==> src/rtl/core/c_punctuator_tokenizer_assert.svh <==
// ----------------------------------------------------------------------------
// Assertion macros for the punctuator tokenizer
// Shared concurrent assertion forms used by the tokenizer modules.
// ----------------------------------------------------------------------------
`ifndef C_PUNCTUATOR_TOKENIZER_ASSERT_SVH
`define C_PUNCTUATOR_TOKENIZER_ASSERT_SVH

// Same-cycle implication, disabled while reset is asserted.
`define CPT_ASSERT_NOW(label, clk, rst_n, ante, cons) \
    label: assert property (@(posedge clk) disable iff (!(rst_n)) (ante) |-> (cons)) \
        else $error("tokenizer assertion failed");

// Next-cycle implication, disabled while reset is asserted.
`define CPT_ASSERT_NEXT(label, clk, rst_n, ante, cons) \
    label: assert property (@(posedge clk) disable iff (!(rst_n)) (ante) |=> (cons)) \
        else $error("tokenizer assertion failed");

`endif

==> src/rtl/core/cpt_pkg.sv <==
// ----------------------------------------------------------------------------
// Punctuator tokenizer package
// Character codes, token kinds, prefix states and the classification tables.
// ----------------------------------------------------------------------------
package cpt_pkg;

    localparam int KIND_BITS = 6;
    localparam int MAX_TOK   = 3;
    localparam int QDEPTH    = 4;
    localparam int QPTR_BITS = 2;
    localparam int QCNT_BITS = 3;

    // Source characters.
    localparam logic [7:0] CH_LBRACK  = 8'h5B;
    localparam logic [7:0] CH_RBRACK  = 8'h5D;
    localparam logic [7:0] CH_LPAREN  = 8'h28;
    localparam logic [7:0] CH_RPAREN  = 8'h29;
    localparam logic [7:0] CH_LBRACE  = 8'h7B;
    localparam logic [7:0] CH_RBRACE  = 8'h7D;
    localparam logic [7:0] CH_TILDE   = 8'h7E;
    localparam logic [7:0] CH_QUEST   = 8'h3F;
    localparam logic [7:0] CH_COLON   = 8'h3A;
    localparam logic [7:0] CH_SEMI    = 8'h3B;
    localparam logic [7:0] CH_COMMA   = 8'h2C;
    localparam logic [7:0] CH_BSLASH  = 8'h5C;
    localparam logic [7:0] CH_DOT     = 8'h2E;
    localparam logic [7:0] CH_LT      = 8'h3C;
    localparam logic [7:0] CH_GT      = 8'h3E;
    localparam logic [7:0] CH_MINUS   = 8'h2D;
    localparam logic [7:0] CH_AMP     = 8'h26;
    localparam logic [7:0] CH_PIPE    = 8'h7C;
    localparam logic [7:0] CH_PLUS    = 8'h2B;
    localparam logic [7:0] CH_EQ      = 8'h3D;
    localparam logic [7:0] CH_HASH    = 8'h23;
    localparam logic [7:0] CH_STAR    = 8'h2A;
    localparam logic [7:0] CH_EXCL    = 8'h21;
    localparam logic [7:0] CH_SLASH   = 8'h2F;
    localparam logic [7:0] CH_PERCENT = 8'h25;
    localparam logic [7:0] CH_CARET   = 8'h5E;

    // Token kinds.
    localparam logic [KIND_BITS-1:0] K_LBRACK   = 6'd0;
    localparam logic [KIND_BITS-1:0] K_RBRACK   = 6'd1;
    localparam logic [KIND_BITS-1:0] K_LPAREN   = 6'd2;
    localparam logic [KIND_BITS-1:0] K_RPAREN   = 6'd3;
    localparam logic [KIND_BITS-1:0] K_LBRACE   = 6'd4;
    localparam logic [KIND_BITS-1:0] K_RBRACE   = 6'd5;
    localparam logic [KIND_BITS-1:0] K_TILDE    = 6'd6;
    localparam logic [KIND_BITS-1:0] K_QUEST    = 6'd7;
    localparam logic [KIND_BITS-1:0] K_COLON    = 6'd8;
    localparam logic [KIND_BITS-1:0] K_SEMI     = 6'd9;
    localparam logic [KIND_BITS-1:0] K_COMMA    = 6'd10;
    localparam logic [KIND_BITS-1:0] K_PERIOD   = 6'd11;
    localparam logic [KIND_BITS-1:0] K_ELLIPSIS = 6'd12;
    localparam logic [KIND_BITS-1:0] K_AMP      = 6'd13;
    localparam logic [KIND_BITS-1:0] K_ANDAND   = 6'd14;
    localparam logic [KIND_BITS-1:0] K_ANDEQ    = 6'd15;
    localparam logic [KIND_BITS-1:0] K_STAR     = 6'd16;
    localparam logic [KIND_BITS-1:0] K_MULEQ    = 6'd17;
    localparam logic [KIND_BITS-1:0] K_PLUS     = 6'd18;
    localparam logic [KIND_BITS-1:0] K_INC      = 6'd19;
    localparam logic [KIND_BITS-1:0] K_ADDEQ    = 6'd20;
    localparam logic [KIND_BITS-1:0] K_MINUS    = 6'd21;
    localparam logic [KIND_BITS-1:0] K_ARROW    = 6'd22;
    localparam logic [KIND_BITS-1:0] K_DEC      = 6'd23;
    localparam logic [KIND_BITS-1:0] K_SUBEQ    = 6'd24;
    localparam logic [KIND_BITS-1:0] K_EXCL     = 6'd25;
    localparam logic [KIND_BITS-1:0] K_NE       = 6'd26;
    localparam logic [KIND_BITS-1:0] K_SLASH    = 6'd27;
    localparam logic [KIND_BITS-1:0] K_DIVEQ    = 6'd28;
    localparam logic [KIND_BITS-1:0] K_PERCENT  = 6'd29;
    localparam logic [KIND_BITS-1:0] K_MODEQ    = 6'd30;
    localparam logic [KIND_BITS-1:0] K_LT       = 6'd31;
    localparam logic [KIND_BITS-1:0] K_SHL      = 6'd32;
    localparam logic [KIND_BITS-1:0] K_SHLEQ    = 6'd33;
    localparam logic [KIND_BITS-1:0] K_LE       = 6'd34;
    localparam logic [KIND_BITS-1:0] K_GT       = 6'd35;
    localparam logic [KIND_BITS-1:0] K_SHR      = 6'd36;
    localparam logic [KIND_BITS-1:0] K_SHREQ    = 6'd37;
    localparam logic [KIND_BITS-1:0] K_GE       = 6'd38;
    localparam logic [KIND_BITS-1:0] K_CARET    = 6'd39;
    localparam logic [KIND_BITS-1:0] K_XOREQ    = 6'd40;
    localparam logic [KIND_BITS-1:0] K_PIPE     = 6'd41;
    localparam logic [KIND_BITS-1:0] K_OROR     = 6'd42;
    localparam logic [KIND_BITS-1:0] K_OREQ     = 6'd43;
    localparam logic [KIND_BITS-1:0] K_ASSIGN   = 6'd44;
    localparam logic [KIND_BITS-1:0] K_EQEQ     = 6'd45;
    localparam logic [KIND_BITS-1:0] K_HASH     = 6'd46;
    localparam logic [KIND_BITS-1:0] K_HASHHASH = 6'd47;
    localparam logic [KIND_BITS-1:0] K_BSLASH   = 6'd48;

    // Pending prefix, one-hot.
    typedef enum logic [17:0] {
        P_IDLE    = 18'h00001,
        P_DOT     = 18'h00002,
        P_DOTDOT  = 18'h00004,
        P_LT      = 18'h00008,
        P_LTLT    = 18'h00010,
        P_GT      = 18'h00020,
        P_GTGT    = 18'h00040,
        P_MINUS   = 18'h00080,
        P_AMP     = 18'h00100,
        P_PIPE    = 18'h00200,
        P_PLUS    = 18'h00400,
        P_EQ      = 18'h00800,
        P_HASH    = 18'h01000,
        P_STAR    = 18'h02000,
        P_EXCL    = 18'h04000,
        P_SLASH   = 18'h08000,
        P_PERCENT = 18'h10000,
        P_CARET   = 18'h20000
    } t_pfx;

    // Token kinds of one queue word; cnt is the number of valid slots.
    typedef struct packed {
        logic [1:0]                        cnt;
        logic [MAX_TOK-1:0][KIND_BITS-1:0] kind;
    } t_kinds;

    // Outcome of offering a byte to the pending prefix.
    typedef struct packed {
        logic                 fin;
        logic [KIND_BITS-1:0] fin_kind;
        logic                 took;
        t_pfx                 next;
    } t_ext;

    // Classification of a byte seen with nothing pending.
    typedef struct packed {
        logic                 single;
        logic [KIND_BITS-1:0] kind;
        t_pfx                 pfx;
    } t_fresh;

    // Token emitted when a pending prefix is flushed unextended.
    function automatic logic [KIND_BITS-1:0] base_kind(input t_pfx s);
        logic [KIND_BITS-1:0] k;
        case (s)
            P_DOT, P_DOTDOT: k = K_PERIOD;
            P_LT:            k = K_LT;
            P_LTLT:          k = K_SHL;
            P_GT:            k = K_GT;
            P_GTGT:          k = K_SHR;
            P_MINUS:         k = K_MINUS;
            P_AMP:           k = K_AMP;
            P_PIPE:          k = K_PIPE;
            P_PLUS:          k = K_PLUS;
            P_EQ:            k = K_ASSIGN;
            P_HASH:          k = K_HASH;
            P_STAR:          k = K_STAR;
            P_EXCL:          k = K_EXCL;
            P_SLASH:         k = K_SLASH;
            P_PERCENT:       k = K_PERCENT;
            P_CARET:         k = K_CARET;
            default:         k = K_PERIOD;
        endcase
        return k;
    endfunction

    function automatic t_ext extend(input t_pfx s, input logic [7:0] ch);
        t_ext e;
        e.fin      = 1'b0;
        e.fin_kind = K_PERIOD;
        e.took     = 1'b0;
        e.next     = P_IDLE;
        case (s)
            P_DOT: begin
                if (ch == CH_DOT) begin
                    e.took = 1'b1;
                    e.next = P_DOTDOT;
                end
            end
            P_DOTDOT: begin
                if (ch == CH_DOT) begin
                    e.fin = 1'b1; e.fin_kind = K_ELLIPSIS;
                end
            end
            P_LT: begin
                if (ch == CH_LT) begin
                    e.took = 1'b1;
                    e.next = P_LTLT;
                end else if (ch == CH_EQ) begin
                    e.fin = 1'b1; e.fin_kind = K_LE;
                end
            end
            P_LTLT: begin
                if (ch == CH_EQ) begin
                    e.fin = 1'b1; e.fin_kind = K_SHLEQ;
                end
            end
            P_GT: begin
                if (ch == CH_GT) begin
                    e.took = 1'b1;
                    e.next = P_GTGT;
                end else if (ch == CH_EQ) begin
                    e.fin = 1'b1; e.fin_kind = K_GE;
                end
            end
            P_GTGT: begin
                if (ch == CH_EQ) begin
                    e.fin = 1'b1; e.fin_kind = K_SHREQ;
                end
            end
            P_MINUS: begin
                if (ch == CH_GT) begin
                    e.fin = 1'b1; e.fin_kind = K_ARROW;
                end else if (ch == CH_MINUS) begin
                    e.fin = 1'b1; e.fin_kind = K_DEC;
                end else if (ch == CH_EQ) begin
                    e.fin = 1'b1; e.fin_kind = K_SUBEQ;
                end
            end
            P_AMP: begin
                if (ch == CH_AMP) begin
                    e.fin = 1'b1; e.fin_kind = K_ANDAND;
                end else if (ch == CH_EQ) begin
                    e.fin = 1'b1; e.fin_kind = K_ANDEQ;
                end
            end
            P_PIPE: begin
                if (ch == CH_PIPE) begin
                    e.fin = 1'b1; e.fin_kind = K_OROR;
                end else if (ch == CH_EQ) begin
                    e.fin = 1'b1; e.fin_kind = K_OREQ;
                end
            end
            P_PLUS: begin
                if (ch == CH_PLUS) begin
                    e.fin = 1'b1; e.fin_kind = K_INC;
                end else if (ch == CH_EQ) begin
                    e.fin = 1'b1; e.fin_kind = K_ADDEQ;
                end
            end
            P_EQ: begin
                if (ch == CH_EQ) begin
                    e.fin = 1'b1; e.fin_kind = K_EQEQ;
                end
            end
            P_HASH: begin
                if (ch == CH_HASH) begin
                    e.fin = 1'b1; e.fin_kind = K_HASHHASH;
                end
            end
            P_STAR: begin
                if (ch == CH_EQ) begin
                    e.fin = 1'b1; e.fin_kind = K_MULEQ;
                end
            end
            P_EXCL: begin
                if (ch == CH_EQ) begin
                    e.fin = 1'b1; e.fin_kind = K_NE;
                end
            end
            P_SLASH: begin
                if (ch == CH_EQ) begin
                    e.fin = 1'b1; e.fin_kind = K_DIVEQ;
                end
            end
            P_PERCENT: begin
                if (ch == CH_EQ) begin
                    e.fin = 1'b1; e.fin_kind = K_MODEQ;
                end
            end
            P_CARET: begin
                if (ch == CH_EQ) begin
                    e.fin = 1'b1; e.fin_kind = K_XOREQ;
                end
            end
            default: begin
                e.fin = 1'b0;
            end
        endcase
        return e;
    endfunction

    function automatic t_fresh fresh(input logic [7:0] ch);
        t_fresh f;
        f.single = 1'b0;
        f.kind   = K_LBRACK;
        f.pfx    = P_IDLE;
        case (ch)
            CH_LBRACK:  begin f.single = 1'b1; f.kind = K_LBRACK; end
            CH_RBRACK:  begin f.single = 1'b1; f.kind = K_RBRACK; end
            CH_LPAREN:  begin f.single = 1'b1; f.kind = K_LPAREN; end
            CH_RPAREN:  begin f.single = 1'b1; f.kind = K_RPAREN; end
            CH_LBRACE:  begin f.single = 1'b1; f.kind = K_LBRACE; end
            CH_RBRACE:  begin f.single = 1'b1; f.kind = K_RBRACE; end
            CH_TILDE:   begin f.single = 1'b1; f.kind = K_TILDE; end
            CH_QUEST:   begin f.single = 1'b1; f.kind = K_QUEST; end
            CH_COLON:   begin f.single = 1'b1; f.kind = K_COLON; end
            CH_SEMI:    begin f.single = 1'b1; f.kind = K_SEMI; end
            CH_COMMA:   begin f.single = 1'b1; f.kind = K_COMMA; end
            CH_BSLASH:  begin f.single = 1'b1; f.kind = K_BSLASH; end
            CH_DOT:     f.pfx = P_DOT;
            CH_LT:      f.pfx = P_LT;
            CH_GT:      f.pfx = P_GT;
            CH_MINUS:   f.pfx = P_MINUS;
            CH_AMP:     f.pfx = P_AMP;
            CH_PIPE:    f.pfx = P_PIPE;
            CH_PLUS:    f.pfx = P_PLUS;
            CH_EQ:      f.pfx = P_EQ;
            CH_HASH:    f.pfx = P_HASH;
            CH_STAR:    f.pfx = P_STAR;
            CH_EXCL:    f.pfx = P_EXCL;
            CH_SLASH:   f.pfx = P_SLASH;
            CH_PERCENT: f.pfx = P_PERCENT;
            CH_CARET:   f.pfx = P_CARET;
            default:    f.pfx = P_IDLE;
        endcase
        return f;
    endfunction

endpackage

==> src/rtl/core/c_punctuator_tokenizer.sv <==
// ----------------------------------------------------------------------------
// C punctuator tokenizer
// Longest-match recognizer for C punctuators, one source byte per word.
// ----------------------------------------------------------------------------
//
//  Channel   Handshake           Fields
//  -------   -----------------   -----------------------------------------
//  input     push / full         i_ch, i_line, i_column, i_end_of_input
//  result    pop / empty         o_kind, o_tok_line, o_tok_column, o_last
//
// A byte is taken every cycle that the token queue has room; the prefix
// state machine settles each byte in the cycle it is accepted.
// Each byte yields zero to three tokens, delivered one word per cycle while
// pop is asserted from the four-entry token queue, so sustained throughput is
// one byte per cycle as long as bytes average no more than one token each.
// Tokens are registered in the token queue; the ports show its head entry.
// Reset (synchronous, active low) empties the queue and clears any pending
// prefix; full holds only while four token groups wait to be popped.
//
module c_punctuator_tokenizer #(
    parameter int LINE_BITS   = 24,
    parameter int COLUMN_BITS = 16
) (
    input  logic                          i_clk,
    input  logic                          i_rst_n,
    input  logic                          push,
    output logic                          full,
    input  logic [7:0]                    i_ch,
    input  logic [LINE_BITS-1:0]          i_line,
    input  logic [COLUMN_BITS-1:0]        i_column,
    input  logic                          i_end_of_input,
    output logic                          empty,
    input  logic                          pop,
    output logic [cpt_pkg::KIND_BITS-1:0] o_kind,
    output logic [LINE_BITS-1:0]          o_tok_line,
    output logic [COLUMN_BITS-1:0]        o_tok_column,
    output logic                          o_last
);

    // The front end moves its prefix state on every accepted byte, even one
    // that produces no token (for example a byte that extends a prefix).
    logic                                         accept;
    logic                                         fe_wr;
    cpt_pkg::t_kinds                              fe_kinds;
    logic [cpt_pkg::MAX_TOK-1:0][LINE_BITS-1:0]   fe_line;
    logic [cpt_pkg::MAX_TOK-1:0][COLUMN_BITS-1:0] fe_col;

    // Head of the token queue as seen by the back end.
    cpt_pkg::t_kinds                              q_kinds;
    logic [cpt_pkg::MAX_TOK-1:0][LINE_BITS-1:0]   q_line;
    logic [cpt_pkg::MAX_TOK-1:0][COLUMN_BITS-1:0] q_col;
    logic                                         q_empty;
    logic                                         q_full;
    logic                                         be_deq;

    assign full   = q_full;
    assign empty  = q_empty;
    assign accept = push && !q_full;

    cpt_front #(
        .LINE_BITS   (LINE_BITS),
        .COLUMN_BITS (COLUMN_BITS)
    ) u_front (
        .i_clk          (i_clk),
        .i_rst_n        (i_rst_n),
        .i_accept       (accept),
        .i_ch           (i_ch),
        .i_line         (i_line),
        .i_column       (i_column),
        .i_end_of_input (i_end_of_input),
        .o_wr           (fe_wr),
        .o_kinds        (fe_kinds),
        .o_line         (fe_line),
        .o_col          (fe_col)
    );

    // Each entry holds every token that one byte caused, so the front end
    // never needs more than one write per accepted byte.
    cpt_queue #(
        .LINE_BITS   (LINE_BITS),
        .COLUMN_BITS (COLUMN_BITS)
    ) u_queue (
        .i_clk   (i_clk),
        .i_rst_n (i_rst_n),
        .i_wr    (fe_wr),
        .i_kinds (fe_kinds),
        .i_line  (fe_line),
        .i_col   (fe_col),
        .i_rd    (be_deq),
        .o_full  (q_full),
        .o_empty (q_empty),
        .o_kinds (q_kinds),
        .o_line  (q_line),
        .o_col   (q_col)
    );

    // The back end walks through the tokens of the head entry and releases
    // the entry when its last token is popped.
    cpt_back #(
        .LINE_BITS   (LINE_BITS),
        .COLUMN_BITS (COLUMN_BITS)
    ) u_back (
        .i_clk   (i_clk),
        .i_rst_n (i_rst_n),
        .i_empty (q_empty),
        .i_kinds (q_kinds),
        .i_line  (q_line),
        .i_col   (q_col),
        .i_pop   (pop),
        .o_deq   (be_deq),
        .o_kind  (o_kind),
        .o_line  (o_tok_line),
        .o_col   (o_tok_column),
        .o_last  (o_last)
    );

endmodule

==> src/rtl/core/cpt_front.sv <==
// ----------------------------------------------------------------------------
// Tokenizer front end
// Prefix state machine: turns each accepted byte into zero to three tokens.
// ----------------------------------------------------------------------------
`include "c_punctuator_tokenizer_assert.svh"

module cpt_front #(
    parameter int LINE_BITS   = 24,
    parameter int COLUMN_BITS = 16
) (
    input  logic                                       i_clk,
    input  logic                                       i_rst_n,
    input  logic                                       i_accept,
    input  logic [7:0]                                 i_ch,
    input  logic [LINE_BITS-1:0]                       i_line,
    input  logic [COLUMN_BITS-1:0]                     i_column,
    input  logic                                       i_end_of_input,
    output logic                                       o_wr,
    output cpt_pkg::t_kinds                            o_kinds,
    output logic [cpt_pkg::MAX_TOK-1:0][LINE_BITS-1:0]   o_line,
    output logic [cpt_pkg::MAX_TOK-1:0][COLUMN_BITS-1:0] o_col
);

    cpt_pkg::t_pfx            r_state, n_state;
    logic [LINE_BITS-1:0]     r_hl0, n_hl0, r_hl1, n_hl1;
    logic [COLUMN_BITS-1:0]   r_hc0, n_hc0, r_hc1, n_hc1;
    cpt_pkg::t_ext            ext;
    cpt_pkg::t_fresh          fr;

    assign ext = cpt_pkg::extend(r_state, i_ch);
    assign fr  = cpt_pkg::fresh(i_ch);

    always_comb begin
        logic [1:0] cnt;
        cnt     = 2'd0;
        n_state = r_state;
        n_hl0   = r_hl0;
        n_hc0   = r_hc0;
        n_hl1   = r_hl1;
        n_hc1   = r_hc1;
        o_kinds = '0;
        o_line  = '0;
        o_col   = '0;
        if (!i_end_of_input && ext.fin) begin
            o_kinds.kind[0] = ext.fin_kind;
            o_line[0]       = r_hl0;
            o_col[0]        = r_hc0;
            cnt             = 2'd1;
            n_state         = cpt_pkg::P_IDLE;
        end else if (!i_end_of_input && ext.took) begin
            n_state = ext.next;
            if (r_state == cpt_pkg::P_DOT) begin
                n_hl1 = i_line;
                n_hc1 = i_column;
            end
        end else begin
            // Flush whatever is pending, then, unless input has ended, look at the byte afresh.
            if (r_state != cpt_pkg::P_IDLE) begin
                o_kinds.kind[cnt] = cpt_pkg::base_kind(r_state);
                o_line[cnt]       = r_hl0;
                o_col[cnt]        = r_hc0;
                cnt               = cnt + 2'd1;
            end
            if (r_state == cpt_pkg::P_DOTDOT) begin
                o_kinds.kind[cnt] = cpt_pkg::K_PERIOD;
                o_line[cnt]       = r_hl1;
                o_col[cnt]        = r_hc1;
                cnt               = cnt + 2'd1;
            end
            n_state = cpt_pkg::P_IDLE;
            if (!i_end_of_input) begin
                if (fr.single) begin
                    o_kinds.kind[cnt] = fr.kind;
                    o_line[cnt]       = i_line;
                    o_col[cnt]        = i_column;
                    cnt               = cnt + 2'd1;
                end else if (fr.pfx != cpt_pkg::P_IDLE) begin
                    n_state = fr.pfx;
                    n_hl0   = i_line;
                    n_hc0   = i_column;
                end
            end
        end
        o_kinds.cnt = cnt;
    end

    assign o_wr = i_accept && (o_kinds.cnt != 2'd0);

    always_ff @(posedge i_clk) begin
        if (!i_rst_n) begin
            r_state <= cpt_pkg::P_IDLE;
            r_hl0   <= '0;
            r_hc0   <= '0;
            r_hl1   <= '0;
            r_hc1   <= '0;
        end else if (i_accept) begin
            r_state <= n_state;
            r_hl0   <= n_hl0;
            r_hc0   <= n_hc0;
            r_hl1   <= n_hl1;
            r_hc1   <= n_hc1;
        end
    end

    `CPT_ASSERT_NEXT(a_eoi_idles, i_clk, i_rst_n, i_accept && i_end_of_input,
        r_state == cpt_pkg::P_IDLE)
    `CPT_ASSERT_NOW(a_dotdot_flush_two, i_clk, i_rst_n,
        (r_state == cpt_pkg::P_DOTDOT) && i_end_of_input, o_kinds.cnt == 2'd2)

endmodule

==> src/rtl/core/cpt_queue.sv <==
// ----------------------------------------------------------------------------
// Tokenizer token queue
// Small queue of token groups between the front end and the back end.
// ----------------------------------------------------------------------------
`include "c_punctuator_tokenizer_assert.svh"

module cpt_queue #(
    parameter int LINE_BITS   = 24,
    parameter int COLUMN_BITS = 16
) (
    input  logic                                       i_clk,
    input  logic                                       i_rst_n,
    input  logic                                       i_wr,
    input  cpt_pkg::t_kinds                            i_kinds,
    input  logic [cpt_pkg::MAX_TOK-1:0][LINE_BITS-1:0]   i_line,
    input  logic [cpt_pkg::MAX_TOK-1:0][COLUMN_BITS-1:0] i_col,
    input  logic                                       i_rd,
    output logic                                       o_full,
    output logic                                       o_empty,
    output cpt_pkg::t_kinds                            o_kinds,
    output logic [cpt_pkg::MAX_TOK-1:0][LINE_BITS-1:0]   o_line,
    output logic [cpt_pkg::MAX_TOK-1:0][COLUMN_BITS-1:0] o_col
);

    cpt_pkg::t_kinds                               r_kinds [cpt_pkg::QDEPTH];
    logic [cpt_pkg::MAX_TOK-1:0][LINE_BITS-1:0]   r_line  [cpt_pkg::QDEPTH];
    logic [cpt_pkg::MAX_TOK-1:0][COLUMN_BITS-1:0] r_col   [cpt_pkg::QDEPTH];
    logic [cpt_pkg::QPTR_BITS-1:0]                r_wptr, r_rptr;
    logic [cpt_pkg::QCNT_BITS-1:0]                r_count;
    logic                                         wr_en, rd_en;

    assign o_full  = (r_count == cpt_pkg::QCNT_BITS'(cpt_pkg::QDEPTH));
    assign o_empty = (r_count == '0);
    assign wr_en   = i_wr && !o_full;
    assign rd_en   = i_rd && !o_empty;

    assign o_kinds = r_kinds[r_rptr];
    assign o_line  = r_line[r_rptr];
    assign o_col   = r_col[r_rptr];

    always_ff @(posedge i_clk) begin
        if (wr_en) begin
            r_kinds[r_wptr] <= i_kinds;
            r_line[r_wptr]  <= i_line;
            r_col[r_wptr]   <= i_col;
        end
    end

    always_ff @(posedge i_clk) begin
        if (!i_rst_n) begin
            r_wptr  <= '0;
            r_rptr  <= '0;
            r_count <= '0;
        end else begin
            if (wr_en) begin
                r_wptr <= r_wptr + cpt_pkg::QPTR_BITS'(1);
            end
            if (rd_en) begin
                r_rptr <= r_rptr + cpt_pkg::QPTR_BITS'(1);
            end
            if (wr_en && !rd_en) begin
                r_count <= r_count + cpt_pkg::QCNT_BITS'(1);
            end else if (rd_en && !wr_en) begin
                r_count <= r_count - cpt_pkg::QCNT_BITS'(1);
            end
        end
    end

    `CPT_ASSERT_NOW(a_count_bound, i_clk, i_rst_n, 1'b1,
        r_count <= cpt_pkg::QCNT_BITS'(cpt_pkg::QDEPTH))
    `CPT_ASSERT_NOW(a_head_nonempty, i_clk, i_rst_n, !o_empty, o_kinds.cnt != 2'd0)

endmodule

==> src/rtl/core/cpt_back.sv <==
// ----------------------------------------------------------------------------
// Tokenizer back end
// Delivers the tokens of the head queue entry one word at a time.
// ----------------------------------------------------------------------------
`include "c_punctuator_tokenizer_assert.svh"

module cpt_back #(
    parameter int LINE_BITS   = 24,
    parameter int COLUMN_BITS = 16
) (
    input  logic                                       i_clk,
    input  logic                                       i_rst_n,
    input  logic                                       i_empty,
    input  cpt_pkg::t_kinds                            i_kinds,
    input  logic [cpt_pkg::MAX_TOK-1:0][LINE_BITS-1:0]   i_line,
    input  logic [cpt_pkg::MAX_TOK-1:0][COLUMN_BITS-1:0] i_col,
    input  logic                                       i_pop,
    output logic                                       o_deq,
    output logic [cpt_pkg::KIND_BITS-1:0]              o_kind,
    output logic [LINE_BITS-1:0]                       o_line,
    output logic [COLUMN_BITS-1:0]                     o_col,
    output logic                                       o_last
);

    logic [1:0] r_idx;
    logic       take;

    assign o_kind = i_kinds.kind[r_idx];
    assign o_line = i_line[r_idx];
    assign o_col  = i_col[r_idx];
    assign o_last = (r_idx == (i_kinds.cnt - 2'd1));
    assign take   = i_pop && !i_empty;
    assign o_deq  = take && o_last;

    always_ff @(posedge i_clk) begin
        if (!i_rst_n) begin
            r_idx <= 2'd0;
        end else if (take) begin
            r_idx <= o_last ? 2'd0 : r_idx + 2'd1;
        end
    end

    `CPT_ASSERT_NOW(a_idx_in_group, i_clk, i_rst_n, !i_empty, r_idx < i_kinds.cnt)

endmodule
==> config.mk <==
export PLATFORM = sky130hd
export DESIGN_NAME = c_punctuator_tokenizer
export DESIGN_NICKNAME = d
export VERILOG_FILES = /design/src/rtl/core/cpt_pkg.sv /design/src/rtl/core/c_punctuator_tokenizer.sv /design/src/rtl/core/cpt_front.sv /design/src/rtl/core/cpt_queue.sv /design/src/rtl/core/cpt_back.sv
export VERILOG_INCLUDE_DIRS = /design/src /design/src/rtl/core
export SDC_FILE = /design/constraint.sdc
export NUM_CORES = 1
export LEC_CHECK = 0
export BUFFER_PORTS_ARGS = -buffer_cell sky130_fd_sc_hd__buf_2
export CORE_ASPECT_RATIO = 1.5
export CORE_MARGIN = 2
export CORE_UTILIZATION = 30
export DETAILED_ROUTE_END_ITERATION = 7
export HOLD_SLACK_MARGIN = 0.06
export SYNTH_ARGS = -nofsm -noshare
export SYNTH_HDL_FRONTEND = slang
export SYNTH_SLANG_ARGS = --single-unit
==> constraint.sdc <==
create_clock -name i_clk -period 6.05 [get_ports i_clk]
set_input_delay 0.3025 -clock i_clk [delete_from_list [all_inputs] [get_ports i_clk]]
set_output_delay 0.3025 -clock i_clk [all_outputs]
set_load 0.01 [all_outputs]
==> results of run 1 <==
[report_power, final]
| group | internal (mW) | leakage (nW) | switching [mW] |
|---|---|---|---|
| Sequential | 4.96 | 6.52 | 0.0382 |
| Combinational | 0.319 | 3.34 | 0.476 |
| Clock | 1.94 | 0.916 | 1.70 |
| Total | 7.22 | 10.8 | 2.22 |
[through the flow]
step / utilization (%) / area [sq um] / setup WS [ns] / power (mW) / std cells
6_report: 34.7 / 32200 / 1.46 / 9.44 / 3278
2_1_floorplan: - / 28100 / 1.27 / 5.57 / 1869
3_5_place_dp: 32.2 / 30000 / 1.47 / 5.90 / 3123
4_1_cts: 34.7 / 32200 / 1.42 / 9.54 / 3275
5_1_grt: 34.7 / 32200 / 1.23 / 9.75 / 3278
3_3_place_gp: 32.2 / 30000 / 1.59 / 5.89 / 3123
[synth_stat cells (all sizes together) (28+ instances only)]
cell and count:
buf 42, clkbuf 87, edfxtp 552, mux4 138, nand2 308, a21oi 71, a22o 45, and2 49
nor2 50, mux2i 89, dfxtp 109, nand3 28, o21ai 81
[registers in the layout, indices dropped and copies added (netlist names), named ones only]
| signal | flops |
|---|---|
| u_queue.r_line | 288 |
| u_queue.r_col | 192 |
| u_queue.r_kinds | 72 |
| u_front.r_hl0 | 24 |
| u_front.r_hl1 | 24 |
| u_front.r_state | 18 |
| u_front.r_hc0 | 16 |
| u_front.r_hc1 | 16 |
| u_queue.r_count | 3 |
| u_back.r_idx | 2 |
| u_queue.r_rptr | 2 |
| u_queue.r_wptr | 2 |
[cells by family after synthesis]
kind of cell | Yosys count | synth area share (%)
flip-flops | 661 | 66.9
AND/OR/NAND/NOR | 547 | 9.43
AO/OA/AOI/OAI | 270 | 6.48
multiplexers | 227 | 14.3
buffers and inverters | 145 | 2.23
XOR/XNOR | 11 | 0.344
adder cells (fa/ha/maj) | 8 | 0.384
[worst reg2reg max path: cells and delay by family, from the launching register on]
kind | cells | cell delay [ns]
AND/OR/NAND/NOR | 5 | 2.34
AO/OA/AOI/OAI | 2 | 1.50
flip-flops | 1 | 0.47
[metal layers]
metal,GRT usage (%),part of all wire (%),vias to the layer above
li1,-,-,7449
met1,18.5,40,8536
met2,27.0,52,491
met3,2.26,4.6,123
met4,5.95,3.4,10
met5,0,0.083,-
[area by class of cell]
cell class / count / share of cell area, %
sequential: 661 / 58.2
clock inverter: 40 / 0.955
tap: 1251 / 4.86
multi-input combinational: 1063 / 27.0
inverter: 16 / 0.190
timing repair buffer: 172 / 3.89
clock buffer: 72 / 4.83
antenna: 3 / 0.0233
[timing repair]
action / CTS / global route
setup endpoints to repair: 0 / 0
hold buffers: 40 / 0
endpoints found under the hold margin: 88 / 0
[worst max-delay path by stage]
stage / start / to / slack, ns / cells past startpoint
floorplan: u_front.r_state[5] / u_queue.r_col[0][0] / 1.27 / 11
global placement: u_front.r_state[8] / u_queue.r_line[0][50] / 1.59 / 9
detailed placement: u_front.r_state[8] / u_queue.r_line[0][30] / 1.47 / 7
CTS: u_front.r_state[8] / u_queue.r_line[0][30] / 1.42 / 7
global route: u_front.r_state[8] / u_queue.r_line[1][30] / 1.23 / 7
finish: u_front.r_state[8] / u_queue.r_line[1][30] / 1.46 / 7
==> metrics.md, run 1 <==
| Metric | Value |
|---|---|
| Number of fillers in the final layout | `a little under 9000` |
| Yosys cell types | `82` |
| Worst min-delay path class | `primary input to register` |
| Top cell family by delay on the critical path | `simple AND/OR/NAND/NOR gates` |
| Peak supply drop | `around 0.00022 V` |
| Top cells by area, synth | `edfxtp_1 (59%), mux4_2 (11%), dfxtp_1 (7.8%), nand2_1 (4.1%), mux2i_1 (3.2%)` |
| Total Wirelength | `between 70000 and 80000 um` |
| Initial antenna violation count | `8` |
| # setup viols final | `0` |
| Top FF cell, synth | `edfxtp_1` |
| Cts bufs inserted | `59` |
| Worst skew pair latency | `0.66 ns` |
| Post-route ant nets | `0` |
| Leading cell type in the layout, fill and taps excluded | `edfxtp_1` |
| Worst EP arrival | `4.96 ns` |
| Worst r2r src | `u_front.r_state[8]` |
| Slew HR | `26.2%` |
| GRT Total Usage | `approximately 15%` |
| Worst path bufs/invs | `0` |
| FF-to-FF path depth | `7` |
| Syn_nets | `around 1900` |
| Clock skew | `approximately 0.034 ns` |
| DRC | `0` |
| Outcome | `finished, final reports clean` |
| Initial Util | `a little under a third` |
| Hold path endpoint | `u_front.r_hl0[7]` |
| Crit-path max FO | `22` |
| Number of placed I/O pins | `a little over 100` |
| Layout cell share with drive strength beyond 1 | `20.1%` |
| Final hold slack | `around 0.22 ns` |
| Clk sink count | `661` |
| Syn_area_per_cell | `around 15 sq um` |
| R2r endpoint | `u_queue.r_line[1][30]` |
| Leak | `10.8 nW` |
| Power per cell area | `between 200 and 300 nW/um^2` |
| Fmax | `218 MHz` |
| Final hold violation count | `0` |
| Most frequent cells in the layout | `edfxtp_1 (552), nand2_1 (307), mux4_2 (138)` |
| CTS Buffer Depth | `3` |
| Die Wd | `between 200 and 300 um` |
| Post-synthesis sequential area ratio | `about two thirds` |
| Hold Crit Start | `i_rst_n` |
| Hold path depth | `3` |
| Crit path largest cell delay | `around 0.84 ns` |
| Post-CTS Setup Bufs | `0` |
| DP Wirelength | `44600 um` |
| Yosys Warn Count | `0` |
| CP Launch Type | `register` |
| Syn Inst Count | `1869` |
| Async S/R FF share, synth | `0%` |
| Multi-input gate area | `8710 sq um` |
| Router iterations before antenna repair | `5` |
| CTS HTree Levels | `2` |
| Wirelength per Cell | `roughly 22 um` |
| Core Region | `92900 sq um` |
| Vias in the first global route | `around 17000` |
| Synth Register Bits | `roughly 660` |
| Vias per cell | `5.07` |
| Die Ht | `between 300 and 400 um` |
| Initial DRC count | `1245` |
| Post-synth EDFFs | `around 550` |
| Post-CTS sizing | `0` |
| Cells along the critical path | `or4_1 -> nor4_4 -> and3_1 -> or4_1 -> o31ai_2 -> nand3_2 -> o21ai_0` |
| Clk slew on worst S/H paths | `roughly 0.07 ns` |
| Final Max Slew Viols | `0` |
| Leading area contributor after synthesis | `edfxtp_1` |
| Total gr overflow | `0` |
| CTS tree | `done` |
| Pin count of the biggest net entering global routing | `83` |
| First-pass GRT wire length | `approximately 110000 um` |
| Setup TNS | `0 ns` |
| Layout area overhead | `14.9%` |
| Fin crit share | `approximately three quarters` |
| Root Buffer | `clkbuf_16` |
| CP dominant cell by count | `or4_1` |
| WP data required | `approximately 6.4 ns` |
| Cell Area, Synth | `approximately 28000 sq um` |
| Worst slew pin tran | `approximately 1.1 ns` |
| R2r setup slk | `around 1.5 ns` |
| CP max stage cell | `nand3_2` |
| Unrepaired setup endpoints after global routing | `no` |
| Port buffer count | `between 100 and 150` |
| DR vias | `16609` |
| Gpl congestion | `around 0.9` |
| Max_cap viols | `0` |
| Critical Path Sink Type | `register` |
| Post-synth top area share | `59.1%` |
| FP Rows | `around 140` |
| Final net count | `2034` |
| Critical path class | `register to register` |
| Minimum clock period | `~4.6 ns` |
| Die area | `approximately 96000 sq um` |
| Register area | `about 19000 sq um` |
Note: power is estimated with default switching activity, not from simulation.
==> inputs of run 2 (changes only) <==
clock period = 4 ns   (was 6.05 ns; I/O delays follow)
==> run 2 against run 1 <==
  * Register-to-register slack got worse by 1.2 ns
  * Worst setup slack lost 1.2 ns
  * Hold slack lost 0.13 ns
  * Highest routed layer unchanged
  * Global-route usage is essentially flat
  * Critical path type unchanged
  * Die area is the same
==> metrics.md, run 2 (synthesized netlist as in run 1, its figures left out) <==
| Metric | Value |
|---|---|
| WP data required | `4.56 ns (-1.85 ns)` |
| Fmax | `266 MHz (+22%)` |
| Final Max Slew Viols | `0 (unchanged)` |
| Vias per cell | `5.04 (-0.45%)` |
| Setup TNS | `0 ns (unchanged)` |
| Minimum clock period | `3.76 ns (-0.836 ns)` |
| DR WL met3 | `2960 um (-13%)` |
| CTS tree | `done` |
| CTS Buffer Depth | `3 (unchanged)` |
| DP Wirelength | `45900 um (+2.8%)` |
| Placed insts | `3191 (+2.2%)` |
| Port buffer count | `101 (unchanged)` |
| Largest Register | `u_queue.r_line` |
| Crit-path max FO | `3 (-86%)` |
| Pin count of the biggest net entering global routing | `83 (unchanged)` |
| Cts bufs inserted | `57 (-3.4%)` |
| CP max stage cell | `or4_1` |
| Gpl congestion | `0.844 (-3.8%)` |
| Initial antenna violation count | `6 (-2)` |
| DR top layer | `met5` |
| Finished Layout Cells | `3344 (+2.0%)` |
| DR vias | `16868 (+1.6%)` |
| Most frequent cells in the layout | `edfxtp_1 (552), nand2_1 (307), mux4_2 (138)` |
| Final hold violation count | `0 (unchanged)` |
| Proportion of power drawn by combinational gates | `8.7% (+0.3 points)` |
| Critical Path Sink Type | `register` |
| FP Rows | `137 (unchanged)` |
| Max FFs per register | `288 (unchanged)` |
| Clock skew | `0.0241 ns (-0.00943 ns)` |
| Root Buffer | `clkbuf_16` |
| First-pass GRT wire length | `110000 um (+0.25%)` |
| Power per cell area | `444 nW/um^2 (+51%)` |
| Top cell family by delay on the critical path | `simple AND/OR/NAND/NOR gates` |
| Worst EP arrival | `4.32 ns (-0.64 ns)` |
| Leak | `11.3 nW (+4.6%)` |
| Initial DRC count | `1168 (-6.2%)` |
| Cells along the critical path | `or4_1 -> nor4_2 -> and3b_1 -> inv_1 -> ha_4 -> nor2_1 -> a221o_1 -> o21ai_4 -> ha_1 -> inv_1 -> fa_1 -> xor2_1 -> or3_1 -> a21oi_1` |
| Leading cell type in the layout, fill and taps excluded | `edfxtp_1` |
| DRC | `0 (unchanged)` |
| Fin crit share | `94.0% (+18 points)` |
| GRT Total Usage | `15.2% (about the same)` |
| CTS HTree Levels | `2 (unchanged)` |
| Routed length on met2 | `38800 um (+1.4%)` |
| Seq pwr share | `51.4% (-1.6 points)` |
| Peak supply drop | `0.000323 V (+47%)` |
| Net Sw Power | `3.30 mW (+49%)` |
| Core Region | `92900 sq um (unchanged)` |
| Crit path largest cell delay | `0.57 ns (-0.27 ns)` |
| Top Registers | `u_queue.r_line: 288 flops, u_queue.r_col: 192 flops, u_queue.r_kinds: 72 flops` |
| Met1 WL | `29300 um (-0.12%)` |
| Wirelength per Cell | `22.0 um (-2.0%)` |
| Pre-CTS setup slack | `0.248 ns (-1.22 ns)` |
| Finished Core Util | `35.7% (+1.0 points)` |
| Number of placed I/O pins | `102 (unchanged)` |
| Worst slew pin tran | `1.12 ns (+0.0150 ns)` |
| Post-route ant nets | `0 (unchanged)` |
| Layout area overhead | `18.2%` |
| Total gr overflow | `0 (unchanged)` |
| Unrepaired setup endpoints after global routing | `no` |
| Int Pwr | `11.4 mW (+58%)` |
| # setup viols final | `0 (unchanged)` |
| Layout cell share with drive strength beyond 1 | `22.7% (+2.6 points)` |
| Worst min-delay path class | `primary input to register` |
| Sw Share | `22.4% (-1.1 points)` |
| CP dominant cell by count | `inv_1` |
| Final hold slack | `0.0899 ns (-0.128 ns)` |
| Setup ws final | `0.241 ns (-1.21 ns)` |
| Die area | `96000 sq um (unchanged)` |
| Die Wd | `254 um (unchanged)` |
| Clk slew on worst S/H paths | `0.07 ns (about the same)` |
| Slew HR | `25.2% (-1.0 points)` |
| CP Launch Type | `register` |
| Clk sink count | `661 (unchanged)` |
| Router iterations before antenna repair | `5 (unchanged)` |
| Initial Util | `30.2% (unchanged)` |
| Clk pwr share | `39.9% (+1.3 points)` |
| Max_cap viols | `0 (unchanged)` |
| Outcome | `finished, final reports clean` |
| Vias in the first global route | `17226 (+0.75%)` |
| Final net count | `2103 (+3.4%)` |
| Total Wirelength | `73600 um (about the same)` |
| Die Ht | `378 um (unchanged)` |
| Worst skew pair latency | `0.65 ns (about the same)` |
| Worst path bufs/invs | `2 (+2)` |
| Critical path class | `register to register` |
[run 2: changes by cell type in the layout (fill, tap and decap cells not counted), sizes merged, moves of 3 or more]
cell,previous run,this run
buf,132,200
clkinv,30,13
bufinv,2,9
clkbuf,72,79
dlygate4sd3,40,43
[run 2: power groups by stage]
stage               combinational (mW)  sequential [mW]  clock [mW]
floorplan                        0.731             7.69           0
global placement                  1.26             7.70           0
detailed placement                1.26             7.71           0
CTS                               1.31             7.56        5.99
global route                      1.38             7.57        6.22
finish                            1.28             7.56        5.88
[run 2: what timing repair did]
item                       4_1_cts  5_1_grt
hold endpoints to repair       541        0
resized for setup                0        1
setup endpoints to repair        0        1
buffers inserted                 0        0
hold buffers                    43        0
[run 2: worst reg2reg max path, cell delays in order, from the launching register on]
cell	delay (ns)
dfxtp_1	0.31
or4_1	0.57
nor4_2	0.34
and3b_1	0.26
inv_1	0.09
ha_4	0.28
nor2_1	0.04
a221o_1	0.35
o21ai_4	0.19
ha_1	0.20
inv_1	0.06
fa_1	0.37
xor2_1	0.18
or3_1	0.31
a21oi_1	0.14
[run 2: area by class of cell]
type                            instances  area, sq um
Antenna cell                            2         5.00
Clock buffer                           79         1580
Clock inverter                         29          437
Fill cell                            8821        59700
Inverter                               16         62.6
Multi-Input combinational cell       1063         8770
Sequential cell                       661        18800
Tap cell                             1251         1570
Timing Repair Buffer                  243         1980
[run 2: metrics by stage]
step                      total power [mW]  cell area [sq um]
after floorplan                       8.42              28100
after global placement                8.96              30700
after detailed placement              8.97              30700
after CTS                             14.9              33200
after global routing                  15.2              33200
final                                 14.7              33200
[run 2: path summary, 6_finish.rpt]
path                       startpoint            endpoint  slack, ns  depth (start not counted)
hold / removal                    pop     u_back.r_idx[0]       0.09                          4
setup / recovery  u_front.r_state[12]  u_queue.r_count[2]       0.24                         14
setup reg to reg  u_front.r_state[12]  u_queue.r_count[2]       0.24                         14
hold reg to reg      u_front.r_hc1[8]    u_front.r_hc1[8]       0.45                          2
[run 2: metal layers]
metal	global-route usage, %	vias up
met5	0	-
met1	18.3	8733
li1	-	7574
met2	27.7	444
met3	1.86	111
met4	5.66	6
==> inputs of run 3 (changes only) <==
CORE_UTILIZATION = 45   (was 30)
==> run 3 against run 2 <==
  * Sequential share of layout area is 1.3 points higher
  * Hold slack better by 0.025 ns
  * Maximum frequency fell by 3.1%
  * Clock skew down 0.0041 ns
  * Critical path depth stayed put
  * Count of clock-buffer cells in the layout down 9
  * Power shrank 0.26%
  * Global-route usage grew 7.1 points
==> metrics.md, run 3 (synthesized netlist as in run 1, its figures left out) <==
| Metric | Value |
|---|---|
| Finished Core Util | `52.4% (+17 points)` |
| Worst EP arrival | `4.41 ns (+0.09 ns)` |
| Number of fillers in the final layout | `5087 (-42%)` |
| Critical path class | `register to register` |
| Worst slew pin tran | `1.15 ns (+0.0250 ns)` |
| Fin crit share | `97.0% (+3.0 points)` |
| Top Registers | `u_queue.r_line: 288 flops, u_queue.r_col: 192 flops, u_queue.r_kinds: 72 flops` |
| Net Sw Power | `3.27 mW (-0.94%)` |
| Multi-input gate area | `8760 sq um (about the same)` |
| Setup ws final | `0.119 ns (-0.122 ns)` |
| Int Pwr | `11.4 mW (about the same)` |
| Leak | `11.2 nW (-0.95%)` |
| Critical Path Sink Type | `register` |
| Root Buffer | `clkbuf_16` |
| Total Wirelength | `71700 um (-2.6%)` |
| CTS Buffer Depth | `3 (unchanged)` |
| Final Max Slew Viols | `0 (unchanged)` |
| Gpl congestion | `0.913 (+8.2%)` |
| Max FFs per register | `288 (unchanged)` |
| Setup TNS | `0 ns (unchanged)` |
| Top cell family by delay on the critical path | `simple AND/OR/NAND/NOR gates` |
| Unrepaired setup endpoints after global routing | `no` |
| Clk sink count | `661 (unchanged)` |
| Outcome | `finished, final reports clean` |
| Clk slew on worst S/H paths | `0.06 ns (about the same)` |
| CP dominant cell by count | `inv_1` |
| Leading cell type in the layout, fill and taps excluded | `edfxtp_1` |
| Vias in the first global route | `17502 (+1.6%)` |
| Worst path bufs/invs | `2 (unchanged)` |
| Cells along the critical path | `or4_1 -> nor4_2 -> and3b_1 -> inv_1 -> ha_4 -> nor2_1 -> a221o_1 -> o21ai_4 -> ha_1 -> inv_1 -> fa_1 -> xor2_1 -> or3_1 -> a21oi_1` |
| # setup viols final | `0 (unchanged)` |
| Die Wd | `208 um (-18%)` |
| Initial DRC count | `1173 (+0.43%)` |
| Total gr overflow | `0 (unchanged)` |
| Register area | `18800 sq um (about the same)` |
| DR vias | `16868 (unchanged)` |
| GRT Total Usage | `22.3% (+7.1 points)` |
| Clock skew | `0.0200 ns (-0.00412 ns)` |
| Fmax | `258 MHz (-3.1%)` |
| Clk pwr share | `40.1% (+0.2 points)` |
| Pin count of the biggest net entering global routing | `68 (-18%)` |
| Largest Register | `u_queue.r_line` |
| R2r setup slk | `0.12 ns (-0.12 ns)` |
| Pre-CTS setup slack | `0.147 ns (-0.101 ns)` |
| Port buffer count | `101 (unchanged)` |
| DRC | `0 (unchanged)` |
| Antenna diode count | `0 (-2)` |
| DP Wirelength | `43400 um (-5.4%)` |
| Slew HR | `23.5% (-1.7 points)` |
| Sw Share | `22.3% (-0.15 points)` |
| Initial Util | `45.3% (+15 points)` |
| Post-CTS Setup Bufs | `0 (unchanged)` |
| CP Launch Type | `register` |
| Core Region | `61900 sq um (-33%)` |
| Die area | `64400 sq um (-33%)` |
| Worst skew pair latency | `0.62 ns (-0.03 ns)` |
| Layout cell share with drive strength beyond 1 | `22.2% (-0.46 points)` |
| Crit-path max FO | `5 (+2)` |
| Number of placed I/O pins | `102 (unchanged)` |
| Worst min-delay path class | `primary input to register` |
| Initial antenna violation count | `1 (-5)` |
| CTS HTree Levels | `2 (unchanged)` |
| CP max stage cell | `or4_1` |
| Peak supply drop | `0.000351 V (+8.8%)` |
| Seq pwr share | `51.5% (about the same)` |
| Max_cap viols | `0 (unchanged)` |
| Router iterations before antenna repair | `5 (unchanged)` |
| Die Ht | `310 um (-18%)` |
| Final net count | `2083 (-0.95%)` |
| Cts bufs inserted | `59 (+3.5%)` |
| Post-route ant nets | `0 (unchanged)` |
| CTS tree | `done` |
| Layout area overhead | `15.7%` |
| Minimum clock period | `3.88 ns (+0.122 ns)` |
| Vias per cell | `5.88 (+17%)` |
| Proportion of power drawn by combinational gates | `8.3% (-0.4 points)` |
| Power per cell area | `452 nW/um^2 (+2.0%)` |
| WP data required | `4.53 ns (-0.03 ns)` |
| First-pass GRT wire length | `108000 um (-1.2%)` |
| Most frequent cells in the layout | `edfxtp_1 (552), nand2_1 (308), mux4_2 (138)` |
| FP Rows | `112 (-18%)` |
| Wirelength per Cell | `25.0 um (+14%)` |
| Crit path largest cell delay | `0.58 ns (about the same)` |
| Final hold violation count | `0 (unchanged)` |
run 3: path summary, 6_finish.rpt:
path	from	endpoint	cells past startpoint
max	u_front.r_state[12]	u_queue.r_count[2]	14
min	i_rst_n	u_front.r_hl0[11]	3
max reg2reg	u_front.r_state[12]	u_queue.r_count[2]	14
min reg2reg	u_front.r_hl1[2]	u_front.r_hl1[2]	2
run 3: cell type report:
| cell class | count | share of cell area (%) |
|---|---|---|
| flip-flops and latches | 661 | 57.8 |
| repair buffers | 221 | 5.65 |
| well taps | 798 | 3.08 |
| multi-input cells | 1063 | 27.0 |
| clock buffers | 70 | 4.83 |
| inverters | 16 | 0.185 |
| clock inverters | 40 | 1.40 |
run 3: power groups by stage:
stage	logic, mW	registers (mW)	clock network (mW)
2_1_floorplan	0.731	7.69	0
6_report	1.22	7.56	5.89
3_3_place_gp	1.21	7.70	0
5_1_grt	1.32	7.57	6.24
4_1_cts	1.25	7.56	6.02
3_5_place_dp	1.22	7.71	0
run 3: tightest hold or removal path, cell delays in order:
cell	delay (ns)
buf_4	0.26
nand2_1	0.14
mux2i_1	0.06
run 3: per-stage QoR:
step | instances | hold slack (ns) | power [mW] | instance area (sq um)
after CTS | 2869 | 0.0945 | 14.8 | 32400
after global placement | 2719 | 0.438 | 8.91 | 30000
final | 2869 | 0.114 | 14.7 | 32400
after global routing | 2869 | 0.125 | 15.1 | 32400
after floorplan | 1869 | 0.340 | 8.42 | 28100
after detailed placement | 2719 | 0.443 | 8.93 | 30000
run 3: timing repair:
item,4_1_cts,5_1_grt
hold buffers,40,0
endpoints found under the setup margin,0,57
gates resized for setup,0,3
hold endpoints to repair,437,0
run 3: metal layers:
metal | vias up | wire [um] | GRT usage [%]
li1 | 7523 | - | -
met1 | 8732 | 29100 | 27.7
met2 | 464 | 37100 | 40.2
met3 | 147 | 2870 | 2.41
met4 | 2 | 2630 | 8.54
met5 | - | 13 | 0
